**src/rtl/atd_pkg.sv**
```systemverilog
`default_nettype none
package atd_pkg;

  localparam int COEF_SETS   = 32;
  localparam int FRAME_BYTES = 18;
  localparam int TAPS        = 3;
  localparam int TABLE_SIZE  = COEF_SETS * TAPS;
  localparam int HDR_BYTES   = 2;

  localparam int COEF_W   = 16;
  localparam int ADDR_W   = $clog2(TABLE_SIZE);
  localparam int SET_W    = $clog2(COEF_SETS);
  localparam int POS_W    = 5;
  localparam int SAMPLE_W = 16;
  localparam int SCALE_W  = 23;
  localparam int MUL_A_W  = 16;
  localparam int MUL_B_W  = SCALE_W + 1;
  localparam int PROD_W   = MUL_A_W + MUL_B_W;
  localparam int ACC_W    = 36;
  localparam int SHIFT    = 12;
  localparam int SAT_TOP  = SHIFT + SAMPLE_W - 1;

  localparam logic CMD_LOAD = 1'b0;
  localparam logic CMD_BYTE = 1'b1;

  typedef enum logic [2:0] {
    ST_IDLE,
    ST_MUL1,
    ST_MUL2,
    ST_MUL3,
    ST_MULS,
    ST_ACC,
    ST_OUT
  } state_t;

  typedef enum logic [1:0] {
    ACC_HOLD,
    ACC_LOAD_NEG,
    ACC_SUB,
    ACC_ADD
  } acc_op_t;

  typedef struct packed {
    logic    mul_en;
    acc_op_t acc_op;
  } mac_ctrl_t;

  function automatic logic [SCALE_W-1:0] scale_rom(input logic [4:0] idx);
    logic [SCALE_W-1:0] s;
    case (idx)
      5'd0:  s = 23'h001000;
      5'd1:  s = 23'h00144E;
      5'd2:  s = 23'h0019C5;
      5'd3:  s = 23'h0020B4;
      5'd4:  s = 23'h002981;
      5'd5:  s = 23'h0034AC;
      5'd6:  s = 23'h0042D9;
      5'd7:  s = 23'h0054D6;
      5'd8:  s = 23'h006BAB;
      5'd9:  s = 23'h0088A4;
      5'd10: s = 23'h00AD69;
      5'd11: s = 23'h00DC13;
      5'd12: s = 23'h01174C;
      5'd13: s = 23'h016275;
      5'd14: s = 23'h01C1D8;
      5'd15: s = 23'h023AE5;
      5'd16: s = 23'h02D486;
      5'd17: s = 23'h03977E;
      5'd18: s = 23'h048EEE;
      5'd19: s = 23'h05C8F3;
      5'd20: s = 23'h075779;
      5'd21: s = 23'h09513E;
      5'd22: s = 23'h0BD31C;
      5'd23: s = 23'h0F01B5;
      5'd24: s = 23'h130B82;
      5'd25: s = 23'h182B83;
      5'd26: s = 23'h1EAC92;
      5'd27: s = 23'h26EDB2;
      5'd28: s = 23'h316777;
      5'd29: s = 23'h3EB2E6;
      5'd30: s = 23'h4F9232;
      5'd31: s = 23'h64FBD1;
      default: s = '0;
    endcase
    return s;
  endfunction

endpackage
`default_nettype wire

```
**src/rtl/atd_ram.sv**
```systemverilog
`default_nettype none
module atd_ram #(
  parameter int WIDTH = 16,
  parameter int DEPTH = 96
) (
  input  wire logic                     clk,
  input  wire logic                     we,
  input  wire logic [$clog2(DEPTH)-1:0] waddr,
  input  wire logic [WIDTH-1:0]         wdata,
  input  wire logic [$clog2(DEPTH)-1:0] raddr,
  output logic      [WIDTH-1:0]         rdata
);

  logic [WIDTH-1:0] mem [DEPTH];

  always_ff @(posedge clk) begin
    if (we) begin
      mem[waddr] <= wdata;
    end
    rdata <= mem[raddr];
  end

endmodule
`default_nettype wire

```
**src/rtl/atd_mac.sv**
```systemverilog
`default_nettype none
module atd_mac (
  input  wire logic                                  clk,
  input  wire atd_pkg::mac_ctrl_t                    ctrl,
  input  wire logic signed [atd_pkg::MUL_A_W-1:0]    mul_a,
  input  wire logic signed [atd_pkg::MUL_B_W-1:0]    mul_b,
  output logic signed [atd_pkg::SAMPLE_W-1:0]        sample
);

  logic signed [atd_pkg::PROD_W-1:0] prod;
  logic signed [atd_pkg::ACC_W-1:0]  prod_t;
  logic signed [atd_pkg::ACC_W-1:0]  acc;
  logic                              fits;

  // products stay well below 2^33, so the narrow accumulator is exact
  assign prod_t = prod[atd_pkg::ACC_W-1:0];

  always_ff @(posedge clk) begin
    if (ctrl.mul_en) begin
      prod <= mul_a * mul_b;
    end
    case (ctrl.acc_op)
      atd_pkg::ACC_LOAD_NEG: acc <= -prod_t;
      atd_pkg::ACC_SUB:      acc <= acc - prod_t;
      atd_pkg::ACC_ADD:      acc <= acc + prod_t;
      default:               acc <= acc;
    endcase
  end

  // floor shift by SHIFT is a plain bit select; saturate if upper bits disagree
  assign fits = (acc[atd_pkg::ACC_W-1:atd_pkg::SAT_TOP] == '0)
             || (acc[atd_pkg::ACC_W-1:atd_pkg::SAT_TOP] == '1);

  always_comb begin
    if (fits) begin
      sample = acc[atd_pkg::SAT_TOP:atd_pkg::SHIFT];
    end else if (acc[atd_pkg::ACC_W-1]) begin
      sample = {1'b1, {(atd_pkg::SAMPLE_W-1){1'b0}}};
    end else begin
      sample = {1'b0, {(atd_pkg::SAMPLE_W-1){1'b1}}};
    end
  end

endmodule
`default_nettype wire

```
**src/rtl/adpcm_three_tap_decoder.sv**
```systemverilog
// channel  signals                                       item
// input    item_valid/item_ready, cmd, coef_addr,        one coefficient load or stream byte
//          coef_value, data_byte
// output   result_valid/result_ready, sample,            one decoded sample
//          last_of_byte
//
// Load and header items do not leave idle. A data byte runs each sample through the
// shared multiplier (three taps and the scale, one product a cycle, coefficients read
// from the table RAM in the state before). Synchronous reset clears frame position,
// header fields, history and the output valid flag; the coefficient table is not
// cleared. A result not taken holds the datapath in its output step; a new item is
// taken while the last result still waits.
`default_nettype none
module adpcm_three_tap_decoder (
  input  wire logic                                  clk,
  input  wire logic                                  rst,
  input  wire logic                                  item_valid,
  output logic                                       item_ready,
  input  wire logic                                  cmd,
  input  wire logic [6:0]                            coef_addr,
  input  wire logic signed [atd_pkg::COEF_W-1:0]     coef_value,
  input  wire logic [7:0]                            data_byte,
  output logic                                       result_valid,
  input  wire logic                                  result_ready,
  output logic signed [atd_pkg::SAMPLE_W-1:0]        sample,
  output logic                                       last_of_byte
);

  atd_pkg::state_t state, state_next;

  logic [atd_pkg::POS_W-1:0]  byte_position;
  logic [7:0]                 header_low_byte;
  logic [atd_pkg::SET_W-1:0]  coef_set;
  logic [4:0]                 pos_scale_index;
  logic [4:0]                 neg_scale_index;
  logic signed [atd_pkg::SAMPLE_W-1:0] history_one, history_two, history_three;
  logic [7:0]                 data_reg;
  logic                       nib_sel;

  logic                       accept;
  logic                       mem_we;
  logic [atd_pkg::ADDR_W-1:0] raddr;
  logic [atd_pkg::ADDR_W-1:0] base;
  logic [1:0]                 tap;
  logic signed [atd_pkg::COEF_W-1:0] rdata;
  logic [3:0]                 nib;
  logic [atd_pkg::SCALE_W-1:0] scale;
  logic signed [atd_pkg::MUL_A_W-1:0] mul_a;
  logic signed [atd_pkg::MUL_B_W-1:0] mul_b;
  atd_pkg::mac_ctrl_t         ctrl;
  logic signed [atd_pkg::SAMPLE_W-1:0] mac_sample;
  logic                       out_load;

  assign accept = item_valid && item_ready;
  assign mem_we = accept && (cmd == atd_pkg::CMD_LOAD)
                  && (coef_addr < atd_pkg::ADDR_W'(atd_pkg::TABLE_SIZE));

  // set * 3 + tap
  assign base  = {1'b0, coef_set, 1'b0} + {2'b00, coef_set};
  assign raddr = base + {{(atd_pkg::ADDR_W-2){1'b0}}, tap};

  assign nib   = nib_sel ? data_reg[3:0] : data_reg[7:4];
  assign scale = atd_pkg::scale_rom(nib[3] ? neg_scale_index : pos_scale_index);

  atd_ram #(
    .WIDTH (atd_pkg::COEF_W),
    .DEPTH (atd_pkg::TABLE_SIZE)
  ) u_coef_ram (
    .clk   (clk),
    .we    (mem_we),
    .waddr (coef_addr[atd_pkg::ADDR_W-1:0]),
    .wdata (coef_value),
    .raddr (raddr),
    .rdata (rdata)
  );

  atd_mac u_mac (
    .clk    (clk),
    .ctrl   (ctrl),
    .mul_a  (mul_a),
    .mul_b  (mul_b),
    .sample (mac_sample)
  );

  always_ff @(posedge clk) begin
    if (rst) begin
      state <= atd_pkg::ST_IDLE;
    end else begin
      state <= state_next;
    end
  end

  always_comb begin
    state_next  = state;
    item_ready  = 1'b0;
    out_load    = 1'b0;
    tap         = 2'd0;
    ctrl.mul_en = 1'b0;
    ctrl.acc_op = atd_pkg::ACC_HOLD;
    mul_a       = history_one;
    mul_b       = {{(atd_pkg::MUL_B_W-atd_pkg::COEF_W){rdata[atd_pkg::COEF_W-1]}}, rdata};
    case (state)
      atd_pkg::ST_IDLE: begin
        item_ready = 1'b1;
        // tap 0 read issued here for a data byte
        if (item_valid && (cmd == atd_pkg::CMD_BYTE)
            && (byte_position >= atd_pkg::POS_W'(atd_pkg::HDR_BYTES))) begin
          state_next = atd_pkg::ST_MUL1;
        end
      end
      atd_pkg::ST_MUL1: begin
        ctrl.mul_en = 1'b1;
        mul_a       = history_one;
        tap         = 2'd1;
        state_next  = atd_pkg::ST_MUL2;
      end
      atd_pkg::ST_MUL2: begin
        ctrl.mul_en = 1'b1;
        ctrl.acc_op = atd_pkg::ACC_LOAD_NEG;
        mul_a       = history_two;
        tap         = 2'd2;
        state_next  = atd_pkg::ST_MUL3;
      end
      atd_pkg::ST_MUL3: begin
        ctrl.mul_en = 1'b1;
        ctrl.acc_op = atd_pkg::ACC_SUB;
        mul_a       = history_three;
        state_next  = atd_pkg::ST_MULS;
      end
      atd_pkg::ST_MULS: begin
        ctrl.mul_en = 1'b1;
        ctrl.acc_op = atd_pkg::ACC_SUB;
        mul_a       = {{(atd_pkg::MUL_A_W-4){nib[3]}}, nib};
        mul_b       = {1'b0, scale};
        state_next  = atd_pkg::ST_ACC;
      end
      atd_pkg::ST_ACC: begin
        ctrl.acc_op = atd_pkg::ACC_ADD;
        state_next  = atd_pkg::ST_OUT;
      end
      atd_pkg::ST_OUT: begin
        // tap 0 of the low nibble is read while waiting here
        if (!result_valid || result_ready) begin
          out_load   = 1'b1;
          state_next = nib_sel ? atd_pkg::ST_IDLE : atd_pkg::ST_MUL1;
        end
      end
      default: begin
        state_next = atd_pkg::ST_IDLE;
      end
    endcase
  end

  always_ff @(posedge clk) begin
    if (rst) begin
      byte_position   <= '0;
      header_low_byte <= '0;
      coef_set        <= '0;
      pos_scale_index <= '0;
      neg_scale_index <= '0;
      history_one     <= '0;
      history_two     <= '0;
      history_three   <= '0;
      nib_sel         <= 1'b0;
    end else begin
      if (accept && (cmd == atd_pkg::CMD_BYTE)) begin
        byte_position <= (byte_position == atd_pkg::POS_W'(atd_pkg::FRAME_BYTES - 1))
                         ? '0 : byte_position + 1'b1;
        if (byte_position == '0) begin
          header_low_byte <= data_byte;
        end else if (byte_position == atd_pkg::POS_W'(1)) begin
          coef_set        <= data_byte[6:2];
          pos_scale_index <= {data_byte[1:0], header_low_byte[7:5]};
          neg_scale_index <= header_low_byte[4:0];
        end
        nib_sel <= 1'b0;
      end
      if (out_load) begin
        history_three <= history_two;
        history_two   <= history_one;
        history_one   <= mac_sample;
        nib_sel       <= ~nib_sel;
      end
    end
  end

  always_ff @(posedge clk) begin
    if (accept) begin
      data_reg <= data_byte;
    end
  end

  always_ff @(posedge clk) begin
    if (rst) begin
      result_valid <= 1'b0;
    end else if (out_load) begin
      result_valid <= 1'b1;
    end else if (result_ready) begin
      result_valid <= 1'b0;
    end
  end

  always_ff @(posedge clk) begin
    if (out_load) begin
      sample       <= mac_sample;
      last_of_byte <= nib_sel;
    end
  end

`ifndef NO_ASSERTIONS
  a_write_idle: assert property (@(posedge clk) disable iff (rst)
    mem_we |-> (state == atd_pkg::ST_IDLE))
    else $error("table write outside idle");

  a_pos_range: assert property (@(posedge clk) disable iff (rst)
    byte_position < atd_pkg::POS_W'(atd_pkg::FRAME_BYTES))
    else $error("frame position out of range");

  a_no_overwrite: assert property (@(posedge clk) disable iff (rst)
    out_load |-> (!result_valid || result_ready))
    else $error("pending result overwritten");

  a_byte_done: assert property (@(posedge clk) disable iff (rst)
    (out_load && nib_sel) |=> (state == atd_pkg::ST_IDLE) && last_of_byte)
    else $error("low nibble did not end the byte");
`endif

endmodule
`default_nettype wire

```
**config.mk**
```make
export PLATFORM = sky130hd
export DESIGN_NAME = adpcm_three_tap_decoder
export DESIGN_NICKNAME = d
export VERILOG_FILES = /design/src/rtl/atd_pkg.sv /design/src/rtl/atd_ram.sv /design/src/rtl/atd_mac.sv /design/src/rtl/adpcm_three_tap_decoder.sv
export SDC_FILE = /design/constraint.sdc
export NUM_CORES = 2
export LEC_CHECK = 0
export BUFFER_PORTS_ARGS = -buffer_cell sky130_fd_sc_hd__buf_2
export CORE_MARGIN = 2
export CORE_UTILIZATION = 61
export DETAILED_ROUTE_END_ITERATION = 10
export PLACE_DENSITY = 0.77
export SYNTH_ARGS = -nofsm -noshare
export SYNTH_HDL_FRONTEND = slang
export SYNTH_SLANG_ARGS = --single-unit
```
**constraint.sdc**
```tcl
create_clock -name clk -period 17 [get_ports clk]
set_input_delay 0.85 -clock clk [delete_from_list [all_inputs] [get_ports clk]]
set_output_delay 0.85 -clock clk [all_outputs]
set_load 0.01 [all_outputs]
```
* Yosys cells after proc, flatten, opt, wreduce, memory -nomap -nowiden *
Memory sizes are Yosys's and may differ from the RTL's. A register that Yosys moved wholly into a read port is not among the register bits.
Cells that the tools add are included.

storage, ports and cells
  register bits = 178
  latch bits = 0
  RAM bits = 1536
  memory bits (read-only) = 736
  input port bits = 36
  logic and storage cells = 88
  memories = 2

memories
  memory           words  width  read ports  clocked after Yosys merged registers in  wr ports  RTL line       RTL
  u_coef_ram.mem   96     16     1           1                                        1         atd_ram.sv:14  logic [WIDTH-1:0] mem [DEPTH];
  (no name shown)  32     23     1           0                                        0         atd_pkg.sv:50  case (idx)

cells by class
  add/sub/neg operators = 6
  $mul = 1
  div/mod/pow operators = 0
  $lt $le $gt $ge = 2
  equal/unequal tests = 14
  shifts and indexed selects = 0
  multiplexer cells = 24
  bitwise logic cells = 3
  reduce and logical (&&, ||, !) cells = 20

operators with widths
  operator             count
  $pmux 36 s3          1
  $pmux 16 s3          1
  $add 36x36->36       1
  $mul 16x24->36       1
  $neg 36->36          1
  $sub 36x36->36       1
  $mux 16              2
  $mux 24              1
  $pmux 3 s7           1
  $mux 1               11
  $mux 5               2
  $eq 3x3->1 const B   3
  $eq 9x9->1 const B   1
  $logic_not 9->1      1
  $add 6x5->7          1
  $add 7x2->7          1
  $lt 7x7->1 const B   1
  $eq 3x2->1 const B   2
  $logic_and 1x1->1    6
  $mux 3               2
  $pmux 2 s3           1
  $add 5x1->5 const B  1
  $eq 5x1->1 const B   1
  $eq 5x5->1 const B   1
  other kinds (18)     25

* Longest topological paths before layout *
  depth in word-level cells = 7
  mapped depth = 37
  mapped depth without buffers = 35

* Modules after synthesis *
A second synthesis with hierarchy kept.

second synthesis, totals
  cells, all modules = 5370
  area, all modules = 83651.5 µm²

modules (own cells, without submodules)
  module                   times used  cells an instance  area an instance (µm²)  sequential area each (µm²)
  atd_ram                  1           2614               59244.3                 46444.5
  atd_mac                  1           2041               18302.6                 2162.1
  adpcm_three_tap_decoder  1           715                6104.6                  2372.3

* Least setup slack after synthesis *
Ideal clock, no wire load.

  kind = register -> register
  start point = register nib_sel
  end point = register u_mac.prod[34] (netlist bit), data pin
  setup time = 0.258 ns
  arrival time = 8.704 ns
  path slack = 8.039 ns
  cell stages (with the launch flop) = 35
  period minus slack after synthesis = 8.961 ns
  cells stage by stage = dfxtp_1 buf_2 mux2i_4 mux2i_1 inv_1 ha_1 clkbuf_1 nand2_1 a31oi_1 nor2_1 o31ai_1 nand2_1 fa_1 inv_1 fa_1 inv_1 fa_1 inv_1 fa_1 fa_1 inv_1 fa_1 inv_1 ha_1 a21o_1 a211oi_1 o21bai_1 a211oi_1 nor4_1 o21ai_0 o211ai_1 or2_2 nand2_1 nand2_1 xor2_1

on the way
  longest elaborated chain between the ends = 5

ends and longest elaborated chain
  element                   RTL line                        RTL
  start: declaration        adpcm_three_tap_decoder.sv:38   logic nib_sel;
  start signal: assignment  adpcm_three_tap_decoder.sv:182  nib_sel <= ~nib_sel;
  $mux 4 *                  adpcm_three_tap_decoder.sv:62   assign nib = nib_sel ? data_reg[3:0] : data_reg[7:4];
  $mux 5                    adpcm_three_tap_decoder.sv:63   assign scale = atd_pkg::scale_rom(nib[3] ? neg_scale_index : pos_scale_index);
  $mem_v2 32x23             n/a
  $mux 24                   adpcm_three_tap_decoder.sv:102  case (state)
  $mul 16x24->36 *          atd_mac.sv:20                   prod <= mul_a * mul_b;
  end signal: assignment    atd_mac.sv:20
  end: declaration          atd_mac.sv:10                   logic signed [atd_pkg::PROD_W-1:0] prod;

Mark *: on every way between the ends. The rest lies on a longest branch, timed or not.
A chain may end at the register's enable or synchronous reset.

* Final worst setup path *
  start point = register nib_sel
  end point = register u_mac.prod[30] (netlist bit), data pin

The elaborated chain is that of the path after synthesis.

==> metrics.txt <==
# TYPE chip_impl_metric gauge
chip_impl_info{name="run_status",value="finished clean"} 1
chip_impl_info{name="path_delay_family",value="adder cells"} 1
chip_impl_info{name="rsz0062_at_grt",value="false"} 1
chip_impl_metric{name="worst_skew_pair.late_latency",unit="ns"} 0.83
chip_impl_metric{name="cts.sink_count",unit=""} 1730
chip_impl_info{name="worstSetupEndpointType",value="flip-flop"} 1
chip_impl_metric{name="r2r_cells",unit=""} 31
chip_impl_metric{name="multi_input_area",unit="um^2"} 29300
chip_impl_metric{name="seq_area_frac_synth",unit="%"} 61.6
chip_impl_info{name="clock_tree.root_cell",value="clkbuf_16"} 1
chip_impl_metric{name="timing.hold.ws",unit="ns"} 0.293
chip_impl_metric{name="finish.cell_count_without_fillers",unit=""} 7218
chip_impl_metric{name="seq_area",unit="um^2"} 51000
chip_impl_metric{name="ys_seq_elements",unit=""} 1730
chip_impl_metric{name="gpl_wtd_cong",unit=""} 0.935
chip_impl_metric{name="place_area",unit="um^2"} 85800
chip_impl_metric{name="synthesis.yosys.warnings",unit=""} 0
chip_impl_metric{name="drt_drc_violations_left",unit=""} 0
chip_impl_metric{name="fin_tns_setup",unit="ns"} 0
chip_impl_info{name="critPathKind",value="reg2reg"} 1
chip_impl_metric{name="r2r_slack",unit="ns"} 7.15
chip_impl_metric{name="gr-total-overflow",unit=""} 0
chip_impl_metric{name="synth_async_sr_flop_share",unit="%"} 0
chip_impl_metric{name="peak_supply_drop",unit="uV"} 82.4
chip_impl_metric{name="post_route_cells_drive_above_1_share",unit="%"} 18.5
chip_impl_metric{name="timing.max_slew.rel_slack",unit="%"} 7.72
chip_impl_metric{name="placement_rows",unit=""} 135
chip_impl_metric{name="grt_start_max_net_pins",unit=""} 109
chip_impl_metric{name="worst-slew-pin-transition",unit="ns"} 1.38
chip_impl_info{name="biggest_register",value="u_coef_ram.mem"} 1
chip_impl_metric{name="flow.area_growth_from_synthesis",unit="%"} 10.3
chip_impl_metric{name="number_of_endpoints_with_negative_hold_slack_in_the_final_report",unit=""} 0
chip_impl_metric{name="period_needed",unit="ns"} 9.85
chip_impl_metric{name="viasPerCell",unit=""} 6.58
chip_impl_metric{name="grt_pass1_vias",unit=""} 47200
chip_impl_metric{name="floorplan.initialDensity",unit="%"} 61.3
chip_impl_info{name="synth_top_cell_by_area",value="edfxtp_1"} 1
chip_impl_metric{name="route.final.wire_length",unit="um"} 213000
chip_impl_metric{name="postCtsResizedCells",unit=""} 0
chip_impl_info{name="synth_area_leaders",value="edfxtp_1 (59%), mux4_2 (14%), fa_1 (8.3%), dfxtp_1 (2.3%), ha_1 (2.3%)"} 1
chip_impl_metric{name="final_nets",unit=""} 5835
chip_impl_metric{name="worst_path_required_time",unit="ns"} 17.51
chip_impl_metric{name="fp.coreArea",unit="um^2"} 135000
chip_impl_info{name="cts_tree",value="done"} 1
chip_impl_metric{name="final_setup_violation_count",unit=""} 0
chip_impl_metric{name="number_of_enable_type_register_cells_in_the_synthesized_netlist",unit=""} 1633
chip_impl_info{name="timing.critical_path.to",value="u_mac.prod[30]"} 1
chip_impl_metric{name="cap_violations",unit=""} 0
chip_impl_metric{name="grt_first_pass_wirelength",unit="um"} 315000
chip_impl_info{name="rr_startpoint",value="nib_sel"} 1
chip_impl_metric{name="delay_contributed_by_the_slowest_stage_of_the_critical_path",unit="ns"} 0.73
chip_impl_metric{name="fin_worst_skew",unit="ns"} 0.0574
chip_impl_metric{name="drt-initial-drc-count",unit=""} 6105
chip_impl_metric{name="io-pin-count",unit=""} 55
chip_impl_metric{name="design_area",unit="um^2"} 91300
chip_impl_metric{name="cts.path.max_buffers",unit=""} 3
chip_impl_info{name="largestRegisters",value="u_coef_ram.mem: 1536 flops, u_mac.acc: 36 flops, u_mac.prod: 36 flops"} 1
chip_impl_metric{name="synthesis.nets",unit=""} 5677
chip_impl_metric{name="period_share",unit="%"} 58.0
chip_impl_metric{name="ant_nets",unit=""} 0
chip_impl_metric{name="synthesis.instances",unit=""} 5142
chip_impl_metric{name="htree_levels",unit=""} 4
chip_impl_metric{name="netlist.area_leader.share",unit="%"} 59.3
chip_impl_info{name="critPathSlowestCell",value="a21oi_1"} 1
chip_impl_metric{name="dp_hpwl",unit="um"} 128000
chip_impl_metric{name="wl_per_cell",unit="um"} 29.5
chip_impl_metric{name="cts.repair_timing.setup_buffer_count",unit=""} 0
chip_impl_metric{name="floorplan.die_area",unit="um^2"} 139000
chip_impl_metric{name="number_of_instances_in_the_placed_design",unit=""} 6910
chip_impl_metric{name="synth_area",unit="um^2"} 82700
chip_impl_metric{name="grt_antenna_before_repair",unit=""} 20
chip_impl_metric{name="chipWidth",unit="um"} 372
chip_impl_metric{name="data_arrival_time_at_the_worst_slack_endpoint",unit="ns"} 10.37
chip_impl_metric{name="timing.critical_path.depth",unit=""} 31
chip_impl_info{name="crit_top_cell",value="fa_1"} 1
chip_impl_info{name="crit-reg2reg-capture",value="u_mac.prod[30]"} 1
chip_impl_info{name="ys_dominant_reg_cell",value="edfxtp_1"} 1
chip_impl_metric{name="grt_util_all_layers",unit="%"} 31.3
chip_impl_metric{name="fin_total_pwr",unit="uW"} 8810
chip_impl_metric{name="drtPass1Iterations",unit=""} 6
chip_impl_metric{name="p_leak",unit="uW"} 0.0314
chip_impl_metric{name="synth_cell_types",unit=""} 71
chip_impl_metric{name="maxClockFrequency",unit="MHz"} 102
chip_impl_metric{name="floorplan.die.height",unit="um"} 372
chip_impl_metric{name="cts.hold.buffers_added",unit=""} 0
chip_impl_info{name="cp-start-kind",value="flip-flop"} 1
chip_impl_metric{name="clk_pin_slew_worst_paths",unit="ns"} 0.06
chip_impl_metric{name="highest_fanout_seen_on_the_critical_path",unit=""} 14
chip_impl_metric{name="buffer_ports.inserted",unit=""} 54
chip_impl_metric{name="postSynthAreaPerCell",unit="um^2"} 16.1
chip_impl_metric{name="critPathBufInv",unit=""} 6
chip_impl_metric{name="dr_total_vias",unit=""} 47500
chip_impl_metric{name="final.fill_count",unit=""} 8574
chip_impl_info{name="min_path_type",value="in2reg"} 1
chip_impl_metric{name="slew_violations",unit=""} 0
chip_impl_info{name="beginning_of_the_critical_path",value="nib_sel"} 1
chip_impl_metric{name="number_of_buffers_created_by_cts",unit=""} 169
chip_impl_metric{name="power_density",unit="nW/um^2"} 96.5
chip_impl_metric{name="largest_register_ffs",unit=""} 1536
-- layer usage --
layer	share of wire, %	global-route usage [%]	wire [um]	vias to the layer above
met1	37	42.8	78000	24500
li1	-	-	-	19400
met5	0.15	0	313	-
met2	48	49.9	103000	3026
met3	11	7.85	23400	553
met4	3.8	10.3	8170	34
-- cells in the mapped netlist, types with 22 or more instances --
library cell  instances
nor3_1               39
ha_1                155
fa_1                344
a21o_1               38
nand3_1              25
clkbuf_1            171
nand2_1             416
xor2_1               53
xnor2_1              91
mux4_2              497
dfxtp_1              97
nor2b_1              23
nand2b_1             24
mux2i_1              64
buf_1                46
a21oi_1             152
edfxtp_1           1633
o21a_1               22
o21ai_0             121
nor2_1              477
inv_1               429
-- worst min-delay path by stage --
stage	startpoint	to	slack, ns	depth (start not counted)
after floorplan	nib_sel	last_of_byte	0.40	0
after global routing	data_byte[7]	data_reg[7]	0.27	1
after CTS	data_byte[6]	data_reg[6]	0.25	1
after global placement	history_three[15]	history_three[15]	0.44	2
after detailed placement	history_three[7]	history_three[7]	0.45	2
final	data_byte[6]	data_reg[6]	0.29	1
-- layout by cell type (no fill, tap or decap), types with 22 or more instances in the layout --
| cell | netlist | layout |
|---|---|---|
| nor3_1 | 39 | 38 |
| nand3_1 | 25 | 24 |
| fa_1 | 344 | 343 |
| mux4_2 | 497 | 497 |
| xnor2_1 | 91 | 88 |
| buf_2 | 19 | 54 |
| nor2_1 | 477 | 477 |
| o21a_1 | 22 | 22 |
| dfxtp_1 | 97 | 97 |
| buf_4 | 0 | 166 |
| a21oi_1 | 152 | 147 |
| nor2b_1 | 23 | 23 |
| inv_1 | 429 | 429 |
| o21ai_0 | 121 | 121 |
| clkbuf_16 | 0 | 172 |
| a21o_1 | 38 | 38 |
| edfxtp_1 | 1633 | 1633 |
| ha_1 | 155 | 153 |
| clkinv_1 | 1 | 36 |
| nand2b_1 | 24 | 24 |
| xor2_1 | 53 | 52 |
| mux2i_1 | 64 | 62 |
| nand2_1 | 416 | 416 |
| clkbuf_1 | 171 | 36 |
-- stage by stage --
| step | setup WS (ns) | utilization (%) |
|---|---|---|
| final | 7.15 | 67.6 |
| after global routing | 6.57 | 67.6 |
| after CTS | 7.33 | 67.6 |
| after detailed placement | 7.40 | 63.5 |
| after global placement | 7.57 | 63.5 |
| after floorplan | 8.04 | - |
-- power breakdown --
group / internal, uW / switching (uW) / total, uW
Sequential: 4670 / 12.5 / 4690
Clock: 2060 / 1680 / 3740
Combinational: 132 / 253 / 385
Total: 6860 / 1950 / 8810
-- worst register-to-register path, delay by kind of cell (launching register included) --
| family | cells | cell delay, ns |
|---|---|---|
| AOI/OAI and AO/OA | 10 | 2.94 |
| xor gates and xnor gates | 1 | 0.09 |
| adders and majority gates | 8 | 3.90 |
| buffers and inverters | 6 | 0.66 |
| DFF | 1 | 0.55 |
| muxes | 2 | 0.62 |
| and+or+nand+nor | 4 | 0.81 |
-- logic make-up (layout without fill, tap and decap cells) --
kind of cell,Yosys count,count (layout),synth area share [%]
flops,1730,1730,61.6
simple gates,1084,1084,5.47
buf+inv,670,963,3.07
mux,566,566,14.4
fa+ha+maj,499,499,10.7
compound gates,449,449,3.26
xor+xnor,144,144,1.52
other cells,0,2,0
-- cell type report --
type                            instances  share of cell area, %
Sequential cell                      1730                   55.9
Multi-Input combinational cell       2742                   32.1
Clock buffer                          209                   4.88
Tap cell                             1781                   2.44
Inverter                              433                   1.78
Timing Repair Buffer                  224                   1.75
Clock inverter                         97                   1.15
Antenna cell                            2                0.00548
No activity file was read; power rests on OpenSTA's default activity.
